**src/rtl/lzwe_pkg.sv**
```systemverilog
package lzwe_pkg;

   localparam int TABLE_SIZE  = 4096;
   localparam int HASH_SLOTS  = 5003;
   localparam int FIRST_FREE  = 257;
   localparam int START_WIDTH = 9;
   localparam int MAX_WIDTH   = 12;

   localparam int CODE_W  = 12;
   localparam int SLOT_W  = 13;
   localparam int NEXT_W  = 13;
   localparam int KEY_W   = 20;
   localparam int WID_W   = 4;
   localparam int BUF_W   = 20;
   localparam int CNT_W   = 5;

   typedef struct packed {
      logic       valid;
      logic [7:0] data_byte;
      logic       last_byte;
   } item_type;

   typedef struct packed {
      logic              valid;
      logic [CODE_W-1:0] code;
      logic [WID_W-1:0]  width;
      logic              flush;
   } pack_cmd_type;

endpackage

```
**src/rtl/lzwe_front.sv**
```systemverilog
module lzwe_front (
   input  logic                clock,
   input  logic                reset,
   input  logic                req_valid,
   output logic                req_ready,
   input  logic [7:0]          req_data_byte,
   input  logic                req_last_byte,
   input  logic                pop,
   output lzwe_pkg::item_type  head
);

   logic [8:0] q_ff [2];
   logic       wr_ptr_ff, wr_ptr_in;
   logic       rd_ptr_ff, rd_ptr_in;
   logic [1:0] count_ff, count_in;
   logic       push, do_pop;

   assign req_ready = (count_ff != 2'd2);
   assign push      = req_valid && req_ready;
   assign do_pop    = pop && (count_ff != 2'd0);

   assign head.valid     = (count_ff != 2'd0);
   assign head.data_byte = q_ff[rd_ptr_ff][8:1];
   assign head.last_byte = q_ff[rd_ptr_ff][0];

   always_comb begin
      wr_ptr_in = push ? ~wr_ptr_ff : wr_ptr_ff;
      rd_ptr_in = do_pop ? ~rd_ptr_ff : rd_ptr_ff;
      count_in  = count_ff + 2'(push) - 2'(do_pop);
   end

   always_ff @(posedge clock) begin
      if (reset) begin
         wr_ptr_ff <= 1'b0;
         rd_ptr_ff <= 1'b0;
         count_ff  <= 2'd0;
      end else begin
         wr_ptr_ff <= wr_ptr_in;
         rd_ptr_ff <= rd_ptr_in;
         count_ff  <= count_in;
      end
   end

   always_ff @(posedge clock) begin
      if (push) begin
         q_ff[wr_ptr_ff] <= {req_data_byte, req_last_byte};
      end
   end

endmodule

```
**config.mk**
```make
export PLATFORM = sky130hd
export DESIGN_NAME = lzwe_front
export DESIGN_NICKNAME = d
export VERILOG_FILES = /design/src/rtl/lzwe_pkg.sv /design/src/rtl/lzwe_front.sv
export SDC_FILE = /design/constraint.sdc
export NUM_CORES = 1
export LEC_CHECK = 0
export ABC_AREA = 1
export CAP_MARGIN = 5
export CORE_UTILIZATION = 30
export DETAILED_ROUTE_END_ITERATION = 6
export DONT_BUFFER_PORTS = 1
export GPL_TIMING_DRIVEN = 0
export SETUP_SLACK_MARGIN = 0.15
export SLEW_MARGIN = 20
export SYNTH_ARGS = -nofsm -noshare
export SYNTH_HDL_FRONTEND = slang
export SYNTH_SLANG_ARGS = --single-unit
```
**constraint.sdc**
```tcl
create_clock -name clock -period 2 [get_ports clock]
set_input_delay 0.1 -clock clock [delete_from_list [all_inputs] [get_ports clock]]
set_output_delay 0.1 -clock clock [all_outputs]
set_load 0.005 [all_outputs]
```
---- Yosys cells after proc, flatten, opt, wreduce, memory -nomap -nowiden ----
Memories as Yosys holds them, arrays and structs flattened. A register that Yosys moved wholly into a read port is not among the register bits.
Index checks and enable logic that the tools add are counted.
storage, ports and cells
  word-level logic and storage cells ...... 16
  bits in writable memories ............... 18
  bits in registers ....................... 4
  output and inout port bits .............. 11
  latch bits .............................. 0
  bits in read-only memories .............. 0
  input port bits ......................... 13
  memories ................................ 1
operators by class
  mux-type cells .......................... 4
  bitwise logic cells ..................... 2
  order comparisons ....................... 0
  reduce and logical (&&, ||, !) cells .... 3
  div/mod/pow operators ................... 0
  $add $sub $neg .......................... 2
  shift-type cells ........................ 0
  multiply operators ...................... 0
  eq/ne operators ......................... 1
memory list
  memory  words  bits a word  read ports  clocked after Yosys merged registers in  wr ports  line              text
  q_ff    2      9            1           1                                        1         lzwe_front.sv:12  logic [8:0] q_ff [2];
operators by type and width
  kind                number
  $mux 1              4
  $add 2x1->2         1
  $logic_and 1x1->1   2
  $ne 2x2->1 const B  1
  $not 1->1           2
  $reduce_bool 2->1   1
  $sub 2x1->2         1

---- Depth between registers and ports, before layout ----
Gate-level depths: netlist of run 1.
  depth after elaboration ................. 4
  mapped depth ............................ 11
  mapped depth without buffers ............ 11

---- Worst setup path before layout of run 1 ----
OpenSTA, ideal clock, no wires.
  path kind ............................... reg2reg
  start point ............................. register count_ff[0]
  end point ............................... register count_ff[1]
  clock period less this slack ............ 1.423 ns
  slack ................................... 0.577 ns
  buffers on the path ..................... 0
  data required time ...................... 1.885 ns
  stages on the path, launching flop included .. 11
  arrival ................................. 1.308 ns
  library setup time ...................... 0.115 ns
  cells stage by stage .................... dfxtp_1 inv_1 nand2_2 nand2_1 ha_1 inv_1 ha_1 inv_1 nand2_1 a21oi_1 nor2_1
on the way
  longest elaborated chain between the ends .. 4
  elaborated cells on any way between the ends .. 6
  classes of those cells .................. add/sub (2); eq/ne (1); reduce/logical (3)
ends and longest elaborated chain
  item                    line              text
  from (decl)             lzwe_front.sv:15  logic [1:0] count_ff, count_in;
  from (signal assigned)  lzwe_front.sv:40  count_ff <= count_in;
  $ne 2x2->1              lzwe_front.sv:18  assign req_ready = (count_ff != 2'd2);
  net req_ready           lzwe_front.sv:5   output logic req_ready,
  $logic_and 1x1->1       lzwe_front.sv:19  assign push = req_valid && req_ready;
  $add 2x1->2             lzwe_front.sv:29  count_in = count_ff + 2'(push) - 2'(do_pop);
  $sub 2x1->2             lzwe_front.sv:29
The timed path passes the listed nets, and every way through them passes these cells.
A chain may end at the register's enable or synchronous reset.

---- Worst setup path in the final report of run 1 ----
  start point ............................. register count_ff[0]
  end point ............................... memory q_ff[0][4] (enable)
on the way
  longest elaborated chain between the ends .. 4
ends and longest elaborated chain
  item                          line              text
  $ne 2x2->1                    lzwe_front.sv:18
  net req_ready                 lzwe_front.sv:5
  $logic_and 1x1->1             lzwe_front.sv:19
  $mux 1                        lzwe_front.sv:45  if (push) begin
  $mux 1 (implied by the code)  lzwe_front.sv:46  q_ff[wr_ptr_ff] <= {req_data_byte, req_last_byte};
  to (decl)                     lzwe_front.sv:12
The timed path passes the listed nets, and every way through them passes these cells.

==> out/results.txt, run 1 <==
Worst Clk Skew: 6.16 ps
Die Width: 58.3 um
Most common flop cell mapped by yosys: edfxtp_1
Vias in the first global route: 470
H-tree levels: 1
Area share of the largest cell type after synthesis: 0.568
CTS root buf: clkbuf_4
Unique masters post-synth: 14
Vias: 518
FF-to-FF setup slack: 340 ps
Status: complete, no violations
Synth-to-Final Area Change: 21.3%
FMAX: 0.604 GHz
Crit Path Class: register to register
Nature of the critical path endpoint: register
Total Neg Setup Slack: 0 ps
Ratio of cells with drive above 1 in the final layout: 0.235
Post-layout nets: 97
Starting Density: 0.314
Final setup vio count: 0
R2R cell count: 4
Pre-antenna DRT Iters: 2
Site Rows: 20
Clock Path Buffers: 2
Worst vdd ir: 0.569 mV
WL final: 1.49 mm
Min-Delay Path Class: primary input to register
Post-Synthesis Cells: 65
Gr usage total: 0.0919
Via-to-Cell Ratio: 4.14
Worst slew pin tran: 798 ps
Final worst-path cycle share: 0.828
Initial DRC Count: 4
Reg-to-Reg End: q_ff[0][4]
Slew Limit Fails: 0
Rel. slew slack: 0.466
Total gr overflow: 0
Post-synth EDFFs: 18
Max Cap Viol: 0
First-pass GRT wire length: 2.17 mm
Skew-Pair Late Insertion Delay: 300 ps
Worst R2R Start: count_ff[0]
Synth top area cells: edfxtp_1 57%, mux2_4 14%, dfxtp_1 11%
P_leak: 0.453 nW
Most common cell in the netlist: edfxtp_1
Most used routing layer: met2
Met2 Use GR: 0.156
Full die area: 0.00340 mm^2
Input/output buffers: 0
Largest net degree at the start of global routing: 14
Worst-path clk slew: 120 ps
Gpl congestion: 0.637
Crit start category: register
Post-DR wirelength/cell: 11.9 um
Worst Path Max Fanout: 9
TritonCTS Sinks: 23
Die Y: 58.3 um
CTS tree: yes
Syn. warnings: 0
Unrepaired setup endpoints after global routing: no
Syn Std Cell Area: 951 um^2
Synth area leader: edfxtp_1
Most frequent cells after synthesis: 18 x edfxtp_1, 9 x mux2_4, 8 x inv_1, 7 x nor2_1, 6 x nand2_1
Met1 Usage GRT: 0.0954
Cts bufs inserted: 3
Post-DP HPWL: 1.02 mm
Syn Area/Cell: 14.6 um^2
Async set-reset flop share out of synthesis: 0
Tmin final: 1660 ps
DRC violations left: 0
Synthesized flop and latch total: 23
Worst hold path endpoint: rd_ptr_ff
WP data required: 1940 ps
WHS Path Cells: 4
Critical Path Start: count_ff[0]
# IOs: 24
Seq/Total Area, Yosys: 0.674
Setup Fix Bufs, Post-CTS: 0
Ant diodes: 0
Routed Antenna Nets: 0
Worst Min Path Start: pop
Core Area: 0.00303 mm^2
Synth Net Count: 80
Hold Vio Cnt, Final: 0
Pwr dens: 1090 mW/mm^2
Initial antenna violation count: 0
M3 GR Usage: 0.0462
Pwr Total: 0.00125 W
Worst Path Arrival: 1600 ps
flip-flops by register name (all words and copies together), names as in the netlist, named ones only:
name / flops
rd_ptr_ff: 1
q_ff: 18
count_ff: 2
wr_ptr_ff: 1
layout make-up:
cell class	instances	area (um^2)
flip-flops and latches	23	641
multi-input cells	33	269
fillers	303	1870
well taps	44	55.1
inverters	8	30.0
clock inverters	1	5.00
plain buffers	1	11.3
clock buffers	3	22.5
repair buffers	12	120
power by group:
| group | switching [W] | leakage, nW | internal (W) | total (W) |
|---|---|---|---|---|
| Clock | 0.000133 | 0.0177 | 0.0000746 | 0.000207 |
| Sequential | 0.0000414 | 0.209 | 0.000612 | 0.000654 |
| Combinational | 0.000208 | 0.226 | 0.000184 | 0.000392 |
layer usage:
metal / up-vias / part of all wire
met1: 240 / 0.42
li1: 254 / -
met4: 0 / 0.011
met2: 22 / 0.50
met5: - / 0
met3: 2 / 0.065
cells by family (layout without fill, tap and decap cells):
family,after synthesis,in the layout,share of synthesized area
buf+inv,9,25,0.0434
flops,23,23,0.674
compound gates,2,2,0.0105
fa+ha+maj,2,2,0.0263
simple gates,20,20,0.104
mux,9,9,0.142
layout by cell type (no fill, tap or decap), drive strengths merged:
master       count
edfxtp          18
dlygate4sd3     12
mux2             9
nor2             9
inv              8
nand2            8
dfxtp            5
clkbuf           3
nand3            3
a21oi            2
ha               2
buf              1
clkinv           1
per-stage QoR:
stage | std cells | hold slack (ps) | area, um^2 | util | setup slack [ps]
CTS | 125 | 106 | 1150 | 0.381 | 295
global route | 125 | 142 | 1150 | 0.381 | 185
global placement | 109 | 174 | 1010 | 0.332 | 393
detailed placement | 109 | 177 | 1010 | 0.332 | 309
floorplan | 65 | 171 | 951 | - | 577
finish | 125 | 119 | 1150 | 0.381 | 345
worst max path at each step:
stage | to | slack [ps] | cells past startpoint
global placement | q_ff[0][3] | 390 | 4
CTS | q_ff[0][8] | 300 | 4
finish | q_ff[0][4] | 340 | 4
floorplan | count_ff[1] | 580 | 10
detailed placement | q_ff[0][3] | 310 | 4
global route | q_ff[0][2] | 190 | 4
worst max-delay path, cell delays in order (launching register included):
cell	delay, ps
dfxtp_1	390
inv_1	90
nand2_2	110
nand2_1	90
nor2_1	620
repair_timing:
| item | in CTS | in global routing |
|---|---|---|
| hold endpoints to repair | 23 | 0 |
| gates resized for setup | 0 | 0 |
| hold buffers | 12 | 0 |
Note: power is estimated with default switching activity, not from simulation.
==> inputs of run 2 (changes only) <==
Clock period 2 ns to 1.6 ns, I/O delays scaled along.
==> run 2 against run 1 <==
Count of clock-buffer cells in the layout did not move; die area did not move; wire length rose by 9.5%; register-to-register slack got worse by 180 ps; global-route usage rose by 0.99 points; combinational power rose by 72%; first-iteration DRC count rose by 50%; power rose by 42%; maximum frequency rose by 15%; largest power group unchanged.
==> out/results.txt, run 2 (synthesis gave the netlist of run 1 again) <==
Critical Path Start: count_ff[0] (unchanged)
Worst Clk Skew: 3.16 ps (was 6.16 ps)
Fillers: 303 (unchanged)
Worst Path Max Fanout: 3 (was 9)
First-pass GRT wire length: 2.37 mm (was 2.17 mm)
DRC violations left: 0 (unchanged)
Worst Path Arrival: 1660 ps (was 1600 ps)
Vias: 530 (was 518)
P_leak: 0.471 nW (was 0.453 nW)
Ratio of cells with drive above 1 in the final layout: 0.410 (was 0.235)
Starting Density: 0.314 (unchanged)
Initial antenna violation count: 0 (unchanged)
Reg-to-Reg End: count_ff[1] (was q_ff[0][4])
Ant diodes: 0 (unchanged)
Hold Vio Cnt, Final: 0 (unchanged)
Via-to-Cell Ratio: 4.17 (was 4.14)
Post-layout nets: 99 (was 97)
Pwr dens: 1440 mW/mm^2 (was 1090 mW/mm^2)
Max reg flops: 18 (unchanged)
TritonCTS Sinks: 23 (unchanged)
Crit start category: register (unchanged)
R2R cell count: 10 (was 4)
Die Width: 58.3 um (unchanged)
# IOs: 24 (unchanged)
Post-DR wirelength/cell: 12.9 um (was 11.9 um)
CTS root buf: clkbuf_4 (unchanged)
Largest Register: q_ff (unchanged)
Worst vdd ir: 0.575 mV (was 0.569 mV)
Worst R2R Start: count_ff[0] (unchanged)
Die Y: 58.3 um (unchanged)
Site Rows: 20 (unchanged)
Core Area: 0.00303 mm^2 (unchanged)
Synth-to-Final Area Change: 29.7% (was 21.3%)
Final instance area: 0.00123 mm^2 (was 0.00115 mm^2)
Routed Antenna Nets: 0 (unchanged)
Commonest non-fill, non-tap cell in the layout: edfxtp_1 (unchanged)
Placed inst area: 0.00101 mm^2 (unchanged)
Full die area: 0.00340 mm^2 (unchanged)
Most frequent cells in the layout: 18 x edfxtp_1, 12 x dlygate4sd3_1, 9 x mux2_4 (unchanged)
Gr usage total: 0.102 (was 0.0919)
Largest net degree at the start of global routing: 14 (unchanged)
Final worst-path cycle share: 0.900 (was 0.828)
Min-Delay Path Class: primary input to register (unchanged)
Worst-path clk slew: 130 ps (was 120 ps)
Initial DRC Count: 6 (was 4)
WP data required: 1820 ps (was 1940 ps)
Gpl congestion: 0.637 (unchanged)
Crit Path Class: register to register (unchanged)
CTS tree: yes (unchanged)
DP Cell Count: 109 (unchanged)
Unrepaired setup endpoints after global routing: yes (was no)
Tmin final: 1440 ps (was 1660 ps)
H-tree levels: 1 (unchanged)
FMAX: 0.694 GHz (was 0.604 GHz)
Pre-antenna DRT Iters: 4 (was 2)
Skew-Pair Late Insertion Delay: 310 ps (was 300 ps)
WL final: 1.63 mm (was 1.49 mm)
Worst slew pin tran: 499 ps (was 798 ps)
Rel. slew slack: 0.667 (was 0.466)
Nature of the critical path endpoint: register (unchanged)
Clock Path Buffers: 2 (unchanged)
Total gr overflow: 0 (unchanged)
Non-filler instance count after layout: 127 (was 125)
Max Cap Viol: 0 (unchanged)
Status: complete, no violations (unchanged)
Post-DP HPWL: 1.02 mm (unchanged)
Input/output buffers: 0 (unchanged)
Final setup vio count: 0 (unchanged)
Vias in the first global route: 509 (was 470)
FF-to-FF setup slack: 160 ps (was 340 ps)
Cts bufs inserted: 3 (unchanged)
Critical Path Sink: count_ff[1] (was q_ff[0][4])
Slew Limit Fails: 0 (unchanged)
Top flop regs: q_ff (18), count_ff (2) (unchanged)
run 2: cell types whose count changed in the layout (fill, tap and decap cells not counted), moves of 2 or more:
cell and change:
ha_1 -2, inv_2 +3, nand2_4 +2, ha_4 +2
dfxtp_2 +2, nand2_1 -3, dfxtp_1 -2, inv_1 -3
run 2: critical path, stage by stage, from the launching register on:
cell,delay (ps)
dfxtp_2,360
buf_6,120
nor2_4,90
nor2_4,50
ha_4,260
inv_2,40
ha_4,160
inv_2,50
nand2_2,60
a21oi_2,120
nor2_1,50
run 2: power breakdown:
part	switching (W)	internal [W]
logic	0.000339	0.000336
clock network	0.000173	0.0000933
registers	0.0000644	0.000770
total	0.000576	0.00120
run 2: worst min-delay path by stage:
stage / start / to / slack [ps] / depth (start not counted)
after floorplan: reset / count_ff[0] / 150 / 1
after global placement: reset / count_ff[0] / 150 / 1
after detailed placement: reset / count_ff[0] / 160 / 1
after CTS: pop / rd_ptr_ff / 90 / 4
after global routing: req_valid / q_ff[0][6] / 120 / 2
final: pop / rd_ptr_ff / 100 / 4
run 2: through the flow:
step / utilization / hold slack (ps) / total power, W / setup TNS, ps / setup WS [ps]
after floorplan: - / 151 / 0.00122 / 0 / 177
after global placement: 0.332 / 154 / 0.00128 / -59.9 / -6.84
after detailed placement: 0.332 / 157 / 0.00131 / -819 / -91.3
after CTS: 0.406 / 90.1 / 0.00178 / 0 / 132
after global routing: 0.407 / 116 / 0.00188 / 0 / 90.7
final: 0.407 / 96.0 / 0.00178 / 0 / 160
run 2: repair_timing:
| item | CTS | global route |
|---|---|---|
| resized for setup | 17 | 1 |
| cloned | 0 | 0 |
| pin swaps | 7 | 4 |
| endpoints found under the hold margin | 23 | 0 |
| endpoints found under the setup margin | 10 | 10 |
| buffers inserted | 2 | 0 |
| hold buffers | 12 | 0 |
run 2: layout make-up:
cell class,count,area (um^2),area share
timing repair buffer,14,139,0.113
clock inverter,1,5.00,0.00406
clock buffer,3,22.5,0.0183
multi-input combinational,33,328,0.266
inverter,8,30.0,0.0243
sequential,23,643,0.521
buffer,1,11.3,0.00913
tap,44,55.1,0.0446
run 2: layer usage:
metal	global-route usage	up-vias	share of wire
met2	0.186	24	0.51
met1	0.0983	246	0.41
met3	0.0484	2	0.067
li1	-	258	-
met5	0	-	0
met4	0.0408	0	0.010
==> inputs of run 3 (changes only) <==
==> constraint.sdc (replaced) <==
create_clock -name clock -period 1.6 [get_ports clock]
set_input_delay 0.16 -clock clock [delete_from_list [all_inputs] [get_ports clock]]
set_output_delay 0.16 -clock clock [all_outputs]
set_load 0.005 [all_outputs]
==> run 3 against run 2 <==
Combinational power about the same; highest routed layer unchanged; final area decreased by 1.6%; register-to-register slack about the same; sequential power about the same; worst hold slack got worse by 79 ps; largest power group unchanged.
==> out/results.txt, run 3 (synthesis gave the netlist of run 1 again) <==
WP buf/inv: 3 (unchanged)
Die Width: 58.3 um (unchanged)
Core Area: 0.00303 mm^2 (unchanged)
Tmin final: 1440 ps (about the same)
Initial DRC Count: 8 (was 6)
Max Cap Viol: 0 (unchanged)
Ratio of cells with drive above 1 in the final layout: 0.420 (was 0.410)
Post-layout nets: 97 (was 99)
Input/output buffers: 0 (unchanged)
Largest Register: q_ff (unchanged)
CP max stage delay: 360 ps (about the same)
Pwr dens: 1460 mW/mm^2 (was 1440 mW/mm^2)
Clock Path Buffers: 2 (unchanged)
Min-Delay Path Class: primary input to register (unchanged)
Crit Path Class: register to register (unchanged)
Total Neg Setup Slack: 0 ps (unchanged)
Vias: 525 (was 530)
Placed inst area: 0.00101 mm^2 (unchanged)
WP data required: 1810 ps (was 1820 ps)
Cts bufs inserted: 3 (unchanged)
H-tree levels: 1 (unchanged)
Worst Path Arrival: 1650 ps (was 1660 ps)
Routed Antenna Nets: 0 (unchanged)
Vias in the first global route: 515 (was 509)
Slew Limit Fails: 0 (unchanged)
WP depth: 10 (unchanged)
Worst Clk Skew: 2.62 ps (was 3.16 ps)
Post-DP HPWL: 1.02 mm (unchanged)
Reg-to-Reg End: count_ff[1] (unchanged)
Final instance area: 0.00121 mm^2 (was 0.00123 mm^2)
Gpl congestion: 0.637 (unchanged)
Commonest non-fill, non-tap cell in the layout: edfxtp_1 (unchanged)
Nature of the critical path endpoint: register (unchanged)
Rel. slew slack: 0.678 (was 0.667)
Pwr Total: 0.00177 W (was 0.00178 W)
Worst slew pin tran: 483 ps (was 499 ps)
Starting Density: 0.314 (unchanged)
Site Rows: 20 (unchanged)
Pre-antenna DRT Iters: 4 (unchanged)
P_leak: 0.463 nW (was 0.471 nW)
Total gr overflow: 0 (unchanged)
FMAX: 0.694 GHz (about the same)
Via-to-Cell Ratio: 4.20 (was 4.17)
CTS tree: yes (unchanged)
Worst Path Max Fanout: 3 (unchanged)
Slowest cell on the critical path: dfxtp_2 (unchanged)
Initial antenna violation count: 0 (unchanged)
Crit start category: register (unchanged)
TritonCTS Sinks: 23 (unchanged)
Full die area: 0.00340 mm^2 (unchanged)
Critical Path Start: count_ff[0] (unchanged)
Most frequent cells in the layout: 18 x edfxtp_1, 10 x dlygate4sd3_1, 9 x mux2_4 (was 18 x edfxtp_1, 12 x dlygate4sd3_1, 9 x mux2_4)
Cell family with most CP delay: adder cells (unchanged)
Synth-to-Final Area Change: 27.6% (was 29.7%)
Ant diodes: 0 (unchanged)
CTS root buf: clkbuf_4 (unchanged)
First-pass GRT wire length: 2.37 mm (unchanged)
Worst R2R Start: count_ff[0] (unchanged)
Unrepaired setup endpoints after global routing: yes (unchanged)
Status: complete, no violations (unchanged)
# IOs: 24 (unchanged)
Max reg flops: 18 (unchanged)
Post-DR wirelength/cell: 13.0 um (was 12.9 um)
DRC violations left: 0 (unchanged)
Crit-path cells: buf_6 > nor2_4 > nor2_4 > ha_4 > inv_2 > ha_4 > inv_2 > nand2_2 > a21oi_2 > nor2_1 (unchanged)
Final setup vio count: 0 (unchanged)
Skew-Pair Late Insertion Delay: 300 ps (was 310 ps)
Critical Path Sink: count_ff[1] (unchanged)
Largest net degree at the start of global routing: 14 (unchanged)
WL final: 1.63 mm (about the same)
Hold Vio Cnt, Final: 0 (unchanged)
Top flop regs: q_ff (18), count_ff (2) (unchanged)
R2R cell count: 10 (unchanged)
Gr usage total: 0.102 (unchanged)
Worst-path clk slew: 120 ps (was 130 ps)
Die Y: 58.3 um (unchanged)
Worst Min Path Start: reset (was pop)
Final worst-path cycle share: 0.901 (was 0.900)
FF-to-FF setup slack: 160 ps (about the same)
Worst vdd ir: 0.741 mV (was 0.575 mV)
## run 3: cell count changes in the layout (fill, tap and decap cells not counted), sizes merged
| cell | previous run | this run |
|---|---|---|
| dlygate4sd3 | 12 | 10 |
## run 3: worst min-delay path, stage by stage
cell	delay [ps]
inv_1	40
nand2_1	60
nor2_1	30
## run 3: how the worst min path moves through the flow
stage / endpoint / cells past startpoint
2_1_floorplan: count_ff[0] / 1
3_3_place_gp: count_ff[0] / 1
3_5_place_dp: count_ff[0] / 1
4_1_cts: count_ff[1] / 3
5_1_grt: wr_ptr_ff / 2
6_report: count_ff[1] / 3
## run 3: per-layer routing
layer / global-route usage / wire [um] / vias up / part of all wire
met2: 0.187 / 880 / 20 / 0.54
met5: 0 / 0 / - / 0
li1: - / - / 252 / -
met4: 0.0408 / 14 / 0 / 0.0086
met3: 0.0484 / 98 / 2 / 0.060
met1: 0.0969 / 635 / 251 / 0.39
## run 3: repair_timing
| item | CTS | global route |
|---|---|---|
| pin swaps | 7 | 4 |
| setup endpoints to repair | 10 | 10 |
| cloned | 0 | 0 |
| setup buffers | 2 | 0 |
| hold buffers | 10 | 0 |
| endpoints found under the hold margin | 19 | 0 |
| gates resized for setup | 17 | 1 |
## run 3: area by class of cell
cell class              instances  area, um^2
repair buffers                 12         119
well taps                      44        55.1
clock buffers                   3        22.5
fillers                       302        1810
clock inverters                 1        5.00
inverters                       8        30.0
multi-input cells              33         328
flip-flops and latches         23         643
plain buffers                   1        11.3
## run 3: power breakdown
| part | internal [W] | switching [W] |
|---|---|---|
| Clock | 0.0000933 | 0.000169 |
| Combinational | 0.000332 | 0.000340 |
| Sequential | 0.000770 | 0.0000647 |
| Total | 0.00120 | 0.000573 |
## run 3: through the flow
| step | instances | hold slack [ps] | setup slack, ps | util |
|---|---|---|---|---|
| floorplan | 65 | 231 | 177 | - |
| global placement | 109 | 234 | -6.84 | 0.332 |
| detailed placement | 109 | 237 | -91.3 | 0.332 |
| CTS | 125 | 12.4 | 132 | 0.399 |
| global route | 125 | 35.7 | 88.8 | 0.401 |
| finish | 125 | 17.2 | 159 | 0.401 |
