$ cat config.mk
export PLATFORM = sky130hd
export DESIGN_NAME = lzwe_packer
export DESIGN_NICKNAME = d
export VERILOG_FILES = /design/src/rtl/lzwe_pkg.sv /design/src/rtl/lzwe_packer.sv
export SDC_FILE = /design/constraint.sdc
export NUM_CORES = 1
export LEC_CHECK = 0
export ABC_AREA = 1
export BUFFER_PORTS_ARGS = -buffer_cell sky130_fd_sc_hd__buf_2
export CELL_PAD_IN_SITES_DETAIL_PLACEMENT = 1
export CELL_PAD_IN_SITES_GLOBAL_PLACEMENT = 1
export CORE_AREA = 5 5 87 89
export DETAILED_ROUTE_END_ITERATION = 10
export DIE_AREA = 0 0 92 94
export PLACE_DENSITY_LB_ADDON = 0.1
export SETUP_SLACK_MARGIN = 0.3
export SLEW_MARGIN = 10
export SYNTH_ARGS = -nofsm -noshare
export SYNTH_HDL_FRONTEND = slang
export SYNTH_SLANG_ARGS = --single-unit
$ cat constraint.sdc
create_clock -name clock -period 1.65 [get_ports clock]
set_input_delay 0.2475 -clock clock [delete_from_list [all_inputs] [get_ports clock]]
set_output_delay 0.2475 -clock clock [all_outputs]
set_load 0.05 [all_outputs]
$ cat src/rtl/lzwe_pkg.sv
package lzwe_pkg;

   localparam int TABLE_SIZE  = 4096;
   localparam int HASH_SLOTS  = 5003;
   localparam int FIRST_FREE  = 257;
   localparam int START_WIDTH = 9;
   localparam int MAX_WIDTH   = 12;

   localparam int CODE_W  = 12;
   localparam int SLOT_W  = 13;
   localparam int NEXT_W  = 13;
   localparam int KEY_W   = 20;
   localparam int WID_W   = 4;
   localparam int BUF_W   = 20;
   localparam int CNT_W   = 5;

   typedef struct packed {
      logic       valid;
      logic [7:0] data_byte;
      logic       last_byte;
   } item_type;

   typedef struct packed {
      logic              valid;
      logic [CODE_W-1:0] code;
      logic [WID_W-1:0]  width;
      logic              flush;
   } pack_cmd_type;

endpackage

$ cat src/rtl/lzwe_packer.sv
module lzwe_packer (
   input  logic                    clock,
   input  logic                    reset,
   input  lzwe_pkg::pack_cmd_type  cmd,
   output logic                    busy,
   output logic                    rsp_valid,
   input  logic                    rsp_ready,
   output logic [7:0]              rsp_out_byte,
   output logic                    rsp_end_of_stream
);

   logic [lzwe_pkg::BUF_W-1:0]  buf_ff, buf_in;
   logic [lzwe_pkg::CNT_W-1:0]  cnt_ff, cnt_in;
   logic                        flush_ff, flush_in;
   logic                        rsp_valid_ff, rsp_valid_in;
   logic [7:0]                  rsp_byte_ff, rsp_byte_in;
   logic                        rsp_eos_ff, rsp_eos_in;
   logic                        take_out;
   logic [lzwe_pkg::CODE_W-1:0] mask, masked;

   assign busy = (cnt_ff >= lzwe_pkg::CNT_W'(8)) || (flush_ff && (cnt_ff != '0));
   assign take_out = !rsp_valid_ff || rsp_ready;

   assign rsp_valid         = rsp_valid_ff;
   assign rsp_out_byte      = rsp_byte_ff;
   assign rsp_end_of_stream = rsp_eos_ff;

   always_comb begin
      mask   = {lzwe_pkg::CODE_W{1'b1}} >> (lzwe_pkg::WID_W'(lzwe_pkg::MAX_WIDTH) - cmd.width);
      masked = cmd.code & mask;
      buf_in       = buf_ff;
      cnt_in       = cnt_ff;
      flush_in     = flush_ff;
      rsp_valid_in = rsp_valid_ff;
      rsp_byte_in  = rsp_byte_ff;
      rsp_eos_in   = rsp_eos_ff;
      if (busy) begin
         if (take_out) begin
            rsp_valid_in = 1'b1;
            rsp_byte_in  = buf_ff[7:0];
            rsp_eos_in   = flush_ff && (cnt_ff <= lzwe_pkg::CNT_W'(8));
            buf_in       = buf_ff >> 8;
            cnt_in       = (cnt_ff >= lzwe_pkg::CNT_W'(8)) ? cnt_ff - lzwe_pkg::CNT_W'(8) : '0;
            if (rsp_eos_in) begin
               flush_in = 1'b0;
            end
         end
      end else begin
         if (take_out) begin
            rsp_valid_in = 1'b0;
         end
         if (cmd.valid) begin
            buf_in   = buf_ff | (lzwe_pkg::BUF_W'(masked) << cnt_ff);
            cnt_in   = cnt_ff + lzwe_pkg::CNT_W'(cmd.width);
            flush_in = cmd.flush;
         end
      end
   end

   always_ff @(posedge clock) begin
      if (reset) begin
         buf_ff       <= '0;
         cnt_ff       <= '0;
         flush_ff     <= 1'b0;
         rsp_valid_ff <= 1'b0;
      end else begin
         buf_ff       <= buf_in;
         cnt_ff       <= cnt_in;
         flush_ff     <= flush_in;
         rsp_valid_ff <= rsp_valid_in;
      end
   end

   always_ff @(posedge clock) begin
      rsp_byte_ff <= rsp_byte_in;
      rsp_eos_ff  <= rsp_eos_in;
   end

endmodule

== Word-level counts from Yosys, hierarchy flattened ==
Index checks and enable logic that the tools add are counted.
Widths: inputs -> output; s select.
Storage, ports and cells
  output and inout port bits: 11
  bits in registers: 36
Operators by class
  add/sub/neg operators: 3
  bitwise gates (word level): 2
  eq/ne operators: 2
  shifts and indexed selects: 2
  reductions and logical operators: 10
  mux-type cells: 14
  order comparisons: 2
Operator list (count)
  $mux 20: 3
  $mux 5: 4
  $or 20x20->20: 1
  $shl 12x5->20: 1
  $and 12x12->12: 1
  $shr 12x4->12 const A: 1
  $mux 1: 7
  $add 5x4->5: 1
  $ge 5x4->1 const B: 1
  $le 5x4->1 const B: 1
  $reduce_bool 5->1: 1
  $sub 5x4->5 const B: 1
  $ne 2x1->1 const B: 2
  $reduce_and 2->1: 2
  $sub 4x4->4 const A: 1
  $reduce_and 3->1: 1
  $logic_and 1x1->1: 2
  $logic_or 1x1->1: 2
  $reduce_bool 2->1: 1
  $logic_not 1->1: 1

== Logic depth before layout (Yosys ltp) ==
Gate-level depths: netlist of run 1.
  depth in word-level cells: 7
  depth in mapped cells: 15
  depth with buffers taken out: 15

== Worst setup path after synthesis of run 1 ==
Ideal clock, no wire load.
  path type: register -> register
  from: register cnt_ff[1] in the netlist's numbering
  to: register buf_ff[4] in the netlist's numbering
  period minus slack after synthesis: 1842 ps
  data arrival time: 1773 ps
  data required time: 1580 ps
  path slack: -192 ps
  stages on the path, launching flop included: 10
  cell sequence: dfxtp_1 -> nor2_1 -> nand2_1 -> a21oi_4 -> inv_2 -> clkbuf_1 -> nor2_1 -> o211ai_1 -> o21ai_0 -> a21oi_1
On the way
  word-level cells in the longest chain between the ends: 5
RTL lines
  start: declaration: line lzwe_packer.sv:13  | logic [lzwe_pkg::CNT_W-1:0] cnt_ff, cnt_in;
  start signal: assignment: line lzwe_packer.sv:68  | cnt_ff <= cnt_in;
  branches (longest 2 deep; another with $ge 5x4->1)
  $logic_or 1x1->1 (*): line lzwe_packer.sv:21  | assign busy = (cnt_ff >= lzwe_pkg::CNT_W'(8)) || (flush_ff && (cnt_ff != '0));
  named net busy: line lzwe_packer.sv:5  | output logic busy,
  $ne 2x1->1 (no source line) / $reduce_bool 2->1 (equally long branches)
  $reduce_and 2->1 (no source line)
  end signal: assignment: line lzwe_packer.sv:67  | buf_ff <= buf_in;
  end: declaration: line lzwe_packer.sv:12  | logic [lzwe_pkg::BUF_W-1:0] buf_ff, buf_in;
Mark *: on every way through the listed nets, which the timed path passes. The select of a mux whose other input is x is not followed.
A chain may end at the register's enable or synchronous reset.

== Final worst setup path of run 1 ==
  from: register cnt_ff[0] in the netlist's numbering
  to: register cnt_ff[2] in the netlist's numbering
On the way
  word-level cells in the longest chain between the ends: 5
RTL lines
  branches (longest 5 deep; another with $sub 5x4->5)
Parallel ways; which one is timed is not known. The select of a mux whose other input is x is not followed.

==> reports/summary.txt, run 1 <==
Synth Flop Type: dfxtp_1
Setup CP Type: reg2reg
leakage: 1.52 nW
Max Root-Sink Buffers: 2
vias in the first global route: 2,712
WP data arrival: 1.83 ns
Int Power: 3.50 mW
Hold Fails Final Rpt: 0
layout cells sized above 1: 43.5%
WL final: 8.09 mm
Sum Neg Setup Slack: -0.00538 ns
IO Count: 32
area of the multi-input gates: 0.00175 mm²
final cycle utilization of the critical path: 100%
status: finished, violations left
TritonCTS Buffers: 5
CTS Root Cell: clkbuf_8
Tmin final: 1.66 ns
Clock Sinks: 36
Global Route Usage Sum: 18.8%
DR vias: 2,636
largest net degree at the start of global routing: 19
Max-slew headroom: 69.1%
Clock Power Share: 9.2%
RD Place Congestion: 0.816
yosys warns: 0
combinational power share: 69.2%
Starting Density: 35.9%
TritonCTS clock tree: built
most frequent cells in the layout: 53 x nand2_1, 51 x nand3_1, 28 x buf_2, 28 x buf_4
crit-path max cell delay: 0.38 ns
post-synth cell types: 38
DPL Wire Length: 5.95 mm
Worst Setup Slack, final: -0.00538 ns
violations in the final reports: negative setup slack
Avg Synthesized Cell Area: 6.97 µm²
Power Total: 6.87 mW
vias per cell: 5.39
core box area: 0.00668 mm²
Worst Max-Slew Pin Slew: 0.461 ns
DR WL/cell: 16.5 µm
Synth area leader: dfxtp_1
die width: 92 µm
Yosys reg bits: 36
Die H: 94 µm
FF+latch area: 817 µm²
area grow syn2layout: 46.5%
# fillers: 840
Clk pin slew, worst setup/hold paths: 0.07 ns
Net Count, Synth: 373
worst skew pair latency: 0.29 ns
pre-CTS setup slack: -0.243 ns
Worst Skew: 0.00599 ns
CP startpoint kind: register
DRT antenna net count: 0
WHS: 0.261 ns
max_cap viols: 0
top cell type's share of synthesized area: 22.5%
DRT iter0 DRCs: 93
Mapped Area: 0.00240 mm²
post-route cell area: 0.00351 mm²
die footprint: 0.00865 mm²
DR pass1 iterations: 4
critical path required time: 1.82 ns
GR Overflow Total: 0
initial antenna violation count: 0
Switch Pwr: 3.37 mW
Sw Ratio: 49.1%
DRC Markers: 0
final setup vio count: 1
peak supply drop: 1.15 mV
number of port buffers: 31
crit path max fanout: 4
f_max: 0.604 GHz
CTS H-tree depth: 2
placed cell area: 0.00287 mm²
Critical Path, Cell by Cell: ha_1, fa_2, or2_2, a31oi_2, a211oi_2
antenna cells: 0
Slew Limit Fails: 0
Total Nets Final: 438
power density relative to cell area: 1960 mW/mm²
RSZ-0062 raised after global routing: yes
CP Capture Type: register
Mapped Cells: 344
EDFF count, synth: 9
Synth async-reset ratio: 0%
# rows: 30
Flop pwr share: 21.6%
Hold Crit Class: in2reg
first-pass GRT wire length: 13.0 mm
most common cell after layout, fill and taps aside: nand2_1
crit path max-delay cell type: dfxtp_4
Seq/Total Area, Yosys: 33.8%
synth top area cells: dfxtp_1 23%, nand3_1 16%, edfxtp_1 11%, nand2_1 9.5%, a21oi_1 6.5%
==> layout make-up <==
class	count	area share (%)
Sequential cell	36	23.3
Clock buffer	6	2.35
Inverter	39	5.24
Tap cell	80	2.85
Timing Repair Buffer	72	16.3
Multi-Input combinational cell	254	49.7
Timing Repair inverter	1	0.214
Clock inverter	1	0.107
==> sequential cells by signal, indices dropped and copies added (netlist names) <==
register,cells
flush_ff,1
rsp_valid,1
rsp_end_of_stream,1
cnt_ff,5
rsp_out_byte,8
buf_ff,20
==> repair_timing <==
action	in CTS	in global routing
endpoints found under the setup margin	37	36
pin swaps	16	30
gates resized for setup	56	64
hold endpoints to repair	0	0
hold buffers	0	0
setup buffers	7	4
gates cloned	1	1
==> routing by layer <==
layer	up-vias	global-route usage (%)	wire [µm]
met5	-	0	0
met4	0	4.95	151
met2	47	32.1	4000
met3	16	3.21	245
met1	1259	24.6	3700
li1	1314	-	-
==> critical path, delay by kind of cell, from the launching register on <==
kind	cells	cell delay, ns
fa+ha+maj	2	0.59
flops	1	0.38
simple gates	1	0.32
compound gates	2	0.25
==> final timing paths <==
path / from / end / slack [ns] / cells past startpoint
setup / recovery: cnt_ff[0]$_SDFFE_PP0P_ / cnt_ff[2]$_SDFFE_PP0P_ / -0.005 / 5
hold / removal: reset / flush_ff$_SDFFE_PP0P_ / 0.26 / 2
setup reg to reg: cnt_ff[0]$_SDFFE_PP0P_ / cnt_ff[2]$_SDFFE_PP0P_ / -0.005 / 5
hold reg to reg: buf_ff[0]$_SDFFE_PP0P_ / rsp_out_byte[0]$_DFFE_PP_ / 0.43 / 0
==> cell families (layout without fill, tap and decap cells) <==
| family | Yosys count | count (layout) | share of synthesized area, % |
|---|---|---|---|
| buf+inv | 55 | 119 | 9.70 |
| xor+xnor | 1 | 1 | 0.365 |
| simple gates | 172 | 173 | 33.5 |
| flops | 36 | 36 | 33.8 |
| fa+ha+maj | 8 | 8 | 4.49 |
| compound gates | 72 | 72 | 18.2 |
==> synth_stat cells (all sizes together), types with 2 or more instances <==
cell    count
nand3      79
nand2      65
inv        39
a21oi      33
dfxtp      27
o21ai      24
nor2       21
edfxtp      9
buf         8
clkbuf      8
ha          7
a211oi      5
o211ai      4
a31oi       2
nand3b      2
nand4       2
or2         2
==> through the flow <==
| stage | cells | utilization (%) |
|---|---|---|
| final | 489 | 52.6 |
| after global routing | 489 | 52.6 |
| after CTS | 484 | 48.0 |
| after detailed placement | 469 | 42.9 |
| after global placement | 469 | 42.9 |
| after floorplan | 344 | - |
==> power groups by stage <==
| stage | combinational, mW | sequential (mW) | clock [mW] |
|---|---|---|---|
| after CTS | 4.32 | 1.48 | 0.655 |
| after global placement | 3.62 | 1.46 | 0 |
| final | 4.76 | 1.48 | 0.636 |
| after global routing | 5.15 | 1.52 | 0.703 |
| after floorplan | 2.01 | 1.88 | 0 |
| after detailed placement | 3.67 | 1.47 | 0 |
(Power assumes the default switching activity.)
==> inputs of run 2 (changes only) <==
--- a/config.mk
+++ b/config.mk
@@ -13,6 +13,7 @@
 export DETAILED_ROUTE_END_ITERATION = 10
 export DIE_AREA = 0 0 92 94
 export PLACE_DENSITY_LB_ADDON = 0.1
+export REMOVE_ABC_BUFFERS = 1
 export SETUP_SLACK_MARGIN = 0.3
 export SLEW_MARGIN = 10
 export SYNTH_ARGS = -nofsm -noshare
==> run 2 against run 1 <==
- the run still ends with negative setup slack left
- sequential share of layout area shrank 1.4 points
- sequential cell count stayed put
- combinational power is 10% higher
- largest cell class unchanged
- utilization is 3.3 points higher
- clock-buffer cell count decreased by 1
- global-route usage rose by 0.45 points
- design area is 6.3% higher
==> reports/summary.txt, run 2 (synthesized netlist as in run 1, its figures left out) <==
Max Root-Sink Buffers: 2 (unchanged)
CTS H-tree depth: 2 (unchanged)
DR WL/cell: 17.9 µm (+8.1%)
first-pass GRT wire length: 13.3 mm (+2.2%)
post-route cell area: 0.00373 mm² (+6.3%)
R2R cell count: 11 (+6)
TritonCTS Buffers: 5 (unchanged)
leakage: 1.60 nW (+5.4%)
Critical path origin: cmd[1]
WL final: 8.77 mm (+8.3%)
Hold Crit Class: in2reg
Slew Limit Fails: 0 (unchanged)
status: finished, violations left
worst skew pair latency: 0.28 ns (about the same)
Critical Path, Cell by Cell: buf_2, inv_2, ha_1, nand3b_1, nor2_1, nand3_1, nand3_2, nand3_1, nand3_1, nand3_1, nand2_1, nand2_1, a21oi_1
Max-slew headroom: 78.1% (+9.0 points)
DPL Wire Length: 5.88 mm (-1.2%)
Power Total: 7.52 mW (+9.4%)
worst reg2reg startpoint: cnt_ff[0]$_SDFFE_PP0P_
DR pass1 iterations: 4 (unchanged)
vias per cell: 5.49 (+1.9%)
initial antenna violation count: 0 (unchanged)
CP bufs+invs: 2 (+2)
peak supply drop: 1.12 mV (-2.4%)
number of port buffers: 31 (unchanged)
die footprint: 0.00865 mm² (unchanged)
CP Capture Type: register
vias in the first global route: 2,723 (+0.41%)
antenna cells: 0 (unchanged)
critical path required time: 1.87 ns (+0.05 ns)
DRT iter0 DRCs: 160 (+72%)
max reg flops: 20 (unchanged)
largest net degree at the start of global routing: 19 (unchanged)
CP endpoint: buf_ff[10]$_SDFFE_PP0P_
Hold Buf Count CTS: 0 (unchanged)
Clk pin slew, worst setup/hold paths: 0.08 ns (about the same)
Total Nets Final: 438 (unchanged)
Hold Fails Final Rpt: 0 (unchanged)
IO Count: 32 (unchanged)
reg-to-reg critical path endpoint: buf_ff[10]$_SDFFE_PP0P_
WP data arrival: 1.90 ns (+0.07 ns)
Starting Density: 35.9% (unchanged)
crit path max-delay cell type: ha_1
Tmin final: 1.67 ns (+0.0165 ns)
area grow syn2layout: 55.7%
RSZ-0062 raised after global routing: yes
Global Route Usage Sum: 19.3% (+0.45 points)
most common cell after layout, fill and taps aside: nand2_1
r2r setup slk: -0.01 ns (about the same)
core box area: 0.00668 mm² (unchanged)
f_max: 0.598 GHz (-0.99%)
crit-path max cell delay: 0.31 ns (-0.07 ns)
layout cells sized above 1: 50.7% (+7.2 points)
crit path max fanout: 3 (-1)
Worst Setup Slack, final: -0.0219 ns (-0.0165 ns)
TritonCTS clock tree: built
most used cell, CP: nand3_1
violations in the final reports: negative setup slack
DRC Markers: 0 (unchanged)
Clock Sinks: 36 (unchanged)
most frequent cells in the layout: 42 x nand2_1, 37 x nand3_2, 37 x nand3_1, 29 x buf_2
Setup CP Type: in2reg
GR Overflow Total: 0 (unchanged)
placed cell area: 0.00277 mm² (-3.6%)
Top delay family on crit path: simple AND/OR/NAND/NOR gates
# rows: 30 (unchanged)
final cycle utilization of the critical path: 101% (+1.0 points)
die width: 92 µm (unchanged)
Worst Skew: 0.00238 ns (-0.00361 ns)
final setup vio count: 1 (unchanged)
Top reg by flops: buf_ff
CTS Root Cell: clkbuf_8
DR vias: 2,691 (+2.1%)
CP Depth: 13 (+8)
Worst Max-Slew Pin Slew: 0.329 ns (-0.133 ns)
DRT antenna net count: 0 (unchanged)
Die H: 94 µm (unchanged)
RD Place Congestion: 0.812 (-0.53%)
power density relative to cell area: 2010 mW/mm² (+2.9%)
max_cap viols: 0 (unchanged)
CP startpoint kind: primary input
run 2: stage by stage:
stage	TNS, ns	utilization (%)	std cells	worst slack, ns	hold slack (ns)
CTS	0	49.5	481	0.0243	0.241
global route	-1.07	55.9	490	-0.130	0.265
global placement	-3.90	41.4	463	-0.269	0.417
detailed placement	-5.50	41.4	463	-0.408	0.420
floorplan	-12.92	-	328	-0.564	0.320
finish	-0.0219	55.9	490	-0.0219	0.265
run 2: worst reg2reg max path: stages, from the launching register on:
cell and delay, ns:
dfxtp_4 0.39, buf_6 0.13, buf_4 0.12, clkinvlp_4 0.15, nand3_1 0.18, nand3_2 0.10
nand3_1 0.11, nand3_1 0.11, nand3_1 0.10, nand2_1 0.06, nand2_1 0.05, a21oi_1 0.05
run 2: timing repair:
action                                  CTS  global route
gates cloned                              1             2
endpoints found under the setup margin   36            37
resized for setup                        87            81
setup buffers                             9             7
pin swaps                                19            25
run 2: layer usage:
layer | track usage (%) | wire [µm] | vias up
met5 | 0 | 0 | -
met1 | 24.7 | 3930 | 1324
met2 | 33.7 | 4480 | 43
met3 | 3.04 | 226 | 13
met4 | 5.20 | 129 | 0
li1 | - | - | 1311
run 2: area by class of cell:
type                    count  area, µm²
fillers                   809       2950
multi-input cells         253       1900
flip-flops and latches     36        817
repair buffers             73        628
inverters                  39        173
well taps                  80        100
clock buffers               5       68.8
clock inverters             3       42.5
repair inverters            1       7.51
run 2: how the worst min path moves through the flow:
stage / start / end / cells after the start
floorplan: reset / cnt_ff[0]$_SDFFE_PP0P_ / 1
detailed placement: buf_ff[1]$_SDFFE_PP0P_ / rsp_out_byte[1]$_DFFE_PP_ / 0
finish: reset / cnt_ff[3]$_SDFFE_PP0P_ / 2
global route: reset / cnt_ff[3]$_SDFFE_PP0P_ / 2
global placement: buf_ff[19]$_SDFFE_PP0P_ / buf_ff[19]$_SDFFE_PP0P_ / 2
CTS: reset / cnt_ff[2]$_SDFFE_PP0P_ / 2
run 2: where the power goes:
group	leakage, nW	internal, mW	switching [mW]	total, mW
registers	0.311	1.30	0.196	1.49
clock network	0.0541	0.447	0.328	0.775
logic	1.24	2.14	3.11	5.25
==> inputs of run 3 (changes only) <==
--- a/config.mk
+++ b/config.mk
@@ -9,12 +9,11 @@
 export BUFFER_PORTS_ARGS = -buffer_cell sky130_fd_sc_hd__buf_2
 export CELL_PAD_IN_SITES_DETAIL_PLACEMENT = 1
 export CELL_PAD_IN_SITES_GLOBAL_PLACEMENT = 1
-export CORE_AREA = 5 5 87 89
+export CORE_AREA = 5 5 75 104
 export DETAILED_ROUTE_END_ITERATION = 10
-export DIE_AREA = 0 0 92 94
+export DIE_AREA = 0 0 80 109
 export PLACE_DENSITY_LB_ADDON = 0.1
 export REMOVE_ABC_BUFFERS = 1
-export SETUP_SLACK_MARGIN = 0.3
 export SLEW_MARGIN = 10
 export SYNTH_ARGS = -nofsm -noshare
 export SYNTH_HDL_FRONTEND = slang
==> run 3 against run 2 <==
- the run now ends clean
- die area increased by 0.83%
- clock-buffer cell count increased by 1
- critical path depth decreased by 4
- register-to-register slack improved by 0.04 ns
- non-clock buffer count increased by 9
- largest power group unchanged
- highest routed layer unchanged
==> reports/summary.txt, run 3 (synthesized netlist as in run 1, its figures left out) <==
crit-path max cell delay: 0.37 ns (+0.06 ns)
hold path depth: 2 (unchanged)
Max Root-Sink Buffers: 2 (unchanged)
Setup CP Type: reg2reg
max_cap viols: 0 (unchanged)
layout cells sized above 1: 45.1% (-5.6 points)
die width: 80 µm (-13%)
Total Nets Final: 447 (+2.1%)
r2r setup slk: 0.03 ns (+0.04 ns)
status: complete, no violations
f_max: 0.618 GHz (+3.3%)
Critical Path, Cell by Cell: nor2_4, nand2_2, a21oi_4, buf_6, buf_4, buf_4, o221ai_1, a21oi_1, nor2_1
Max-slew headroom: 72.4% (-5.6 points)
RSZ-0062 raised after global routing: yes
max reg flops: 20 (unchanged)
vias in the first global route: 2,531 (-7.1%)
R2R cell count: 9 (-2)
Worst Hold Path EP: cnt_ff[4]$_SDFFE_PP0P_
IO Count: 32 (unchanged)
Slew Limit Fails: 0 (unchanged)
peak supply drop: 0.620 mV (-45%)
DR vias: 2,615 (-2.8%)
most frequent cells in the layout: 47 x nand2_1, 46 x buf_4, 45 x nand3_1, 33 x nand3_2, 28 x buf_2
Global Route Usage Sum: 18.5% (-0.74 points)
hold path startpoint: reset
Top reg by flops: buf_ff
critical path required time: 1.83 ns (-0.04 ns)
DRC Markers: 0 (unchanged)
vias per cell: 5.09 (-7.4%)
most common cell after layout, fill and taps aside: nand2_1
power density relative to cell area: 1820 mW/mm² (-9.5%)
TritonCTS Buffers: 5 (unchanged)
WP data arrival: 1.79 ns (-0.11 ns)
antenna cells: 0 (unchanged)
Worst Max-Slew Pin Slew: 0.411 ns (+0.0826 ns)
RD Place Congestion: 0.862 (+6.2%)
most used cell, CP: buf_4
CTS H-tree depth: 2 (unchanged)
first-pass GRT wire length: 12.6 mm (-5.0%)
final cycle utilization of the critical path: 98.1% (-3.3 points)
TritonCTS clock tree: built
reg-to-reg critical path endpoint: buf_ff[5]$_SDFFE_PP0P_
DR pass1 iterations: 4 (unchanged)
Clock Sinks: 36 (unchanged)
CTS Root Cell: clkbuf_8
final setup vio count: 0 (-1)
area grow syn2layout: 46.3%
Die H: 109 µm (+16%)
crit path max-delay cell type: dfxtp_4
Starting Density: 35.0% (-0.87 points)
Hold Fails Final Rpt: 0 (unchanged)
DRT antenna net count: 0 (unchanged)
die footprint: 0.00872 mm² (+0.83%)
DRT iter0 DRCs: 49 (-69%)
# rows: 36 (+20%)
core box area: 0.00685 mm² (+2.5%)
CP startpoint kind: register
worst skew pair latency: 0.28 ns (about the same)
Worst Skew: 0.00543 ns (+0.00305 ns)
Clk pin slew, worst setup/hold paths: 0.07 ns (about the same)
DR WL/cell: 16.1 µm (-9.8%)
WHS: 0.259 ns (-0.00535 ns)
initial antenna violation count: 0 (unchanged)
largest net degree at the start of global routing: 19 (unchanged)
WL final: 8.30 mm (-5.4%)
leakage: 1.56 nW (-2.5%)
crit path max fanout: 13 (+10)
GR Overflow Total: 0 (unchanged)
DPL Wire Length: 6.09 mm (+3.6%)
CP bufs+invs: 3 (+1)
Hold Crit Class: in2reg
Top delay family on crit path: compound AO/OA/AOI/OAI gates
final cell count without fillers: 514 (+4.9%)
placed cell count: 487 (+5.2%)
worst reg2reg startpoint: cnt_ff[0]$_SDFFE_PP0P_
CP Capture Type: register
Tmin final: 1.62 ns (-0.0539 ns)
number of port buffers: 31 (unchanged)
## run 3: worst reg2reg max path: cells and delay by family (launching register included)
family          cells  cell delay (ns)
flops               1             0.37
buf+inv             3             0.42
compound gates      3             0.51
simple gates        3             0.21
## run 3: final cells by class
type / count / area, µm²
Tap cell: 95 / 119
Multi-Input combinational cell: 253 / 1710
Clock buffer: 6 / 82.6
Sequential cell: 36 / 818
Clock inverter: 2 / 10.0
Timing Repair inverter: 1 / 7.51
Timing Repair Buffer: 82 / 598
Inverter: 39 / 168
Fill cell: 883 / 3340
## run 3: layer usage
layer / track usage, % / wire length (µm) / part of all wire, %
met2: 36.7 / 4800 / 58
met4: 5.19 / 157 / 1.9
met1: 20.6 / 3190 / 38
met5: 0 / 0 / 0
met3: 1.49 / 157 / 1.9
## run 3: stage by stage
stage	power (mW)	area, µm²	setup TNS, ns	util [%]	worst slack, ns
6_report	6.39	3510	0	51.2	0.0320
5_1_grt	6.89	3510	-0.283	51.2	-0.0670
4_1_cts	5.99	3040	-0.00667	44.4	-0.00667
3_5_place_dp	5.07	2840	-5.29	41.5	-0.345
3_3_place_gp	5.00	2840	-4.13	41.5	-0.303
2_1_floorplan	3.76	2320	-12.92	-	-0.564
## run 3: how the worst max path moves through the flow
stage | from | to | slack, ns | cells after the start
3_3_place_gp | cmd[1] | buf_ff[18]$_SDFFE_PP0P_ | -0.30 | 13
3_5_place_dp | cmd[2] | buf_ff[18]$_SDFFE_PP0P_ | -0.34 | 13
4_1_cts | cmd[2] | buf_ff[10]$_SDFFE_PP0P_ | -0.007 | 15
5_1_grt | cnt_ff[0]$_SDFFE_PP0P_ | buf_ff[7]$_SDFFE_PP0P_ | -0.07 | 10
6_report | cnt_ff[0]$_SDFFE_PP0P_ | buf_ff[5]$_SDFFE_PP0P_ | 0.03 | 9
2_1_floorplan | cnt_ff[2]$_SDFFE_PP0P_ | buf_ff[14]$_SDFFE_PP0P_ | -0.56 | 12
## run 3: what timing repair did
action,CTS,global route
buffers inserted,6,11
resized for setup,18,92
hold buffers,0,0
gates cloned,1,1
pin swaps,4,28
endpoints found under the setup margin,17,26
## run 3: where the power goes
| group | internal [mW] | leakage, nW | switching (mW) |
|---|---|---|---|
| combinational | 1.63 | 1.20 | 2.67 |
| sequential | 1.30 | 0.311 | 0.160 |
| clock | 0.333 | 0.0510 | 0.301 |
| total | 3.27 | 1.56 | 3.13 |
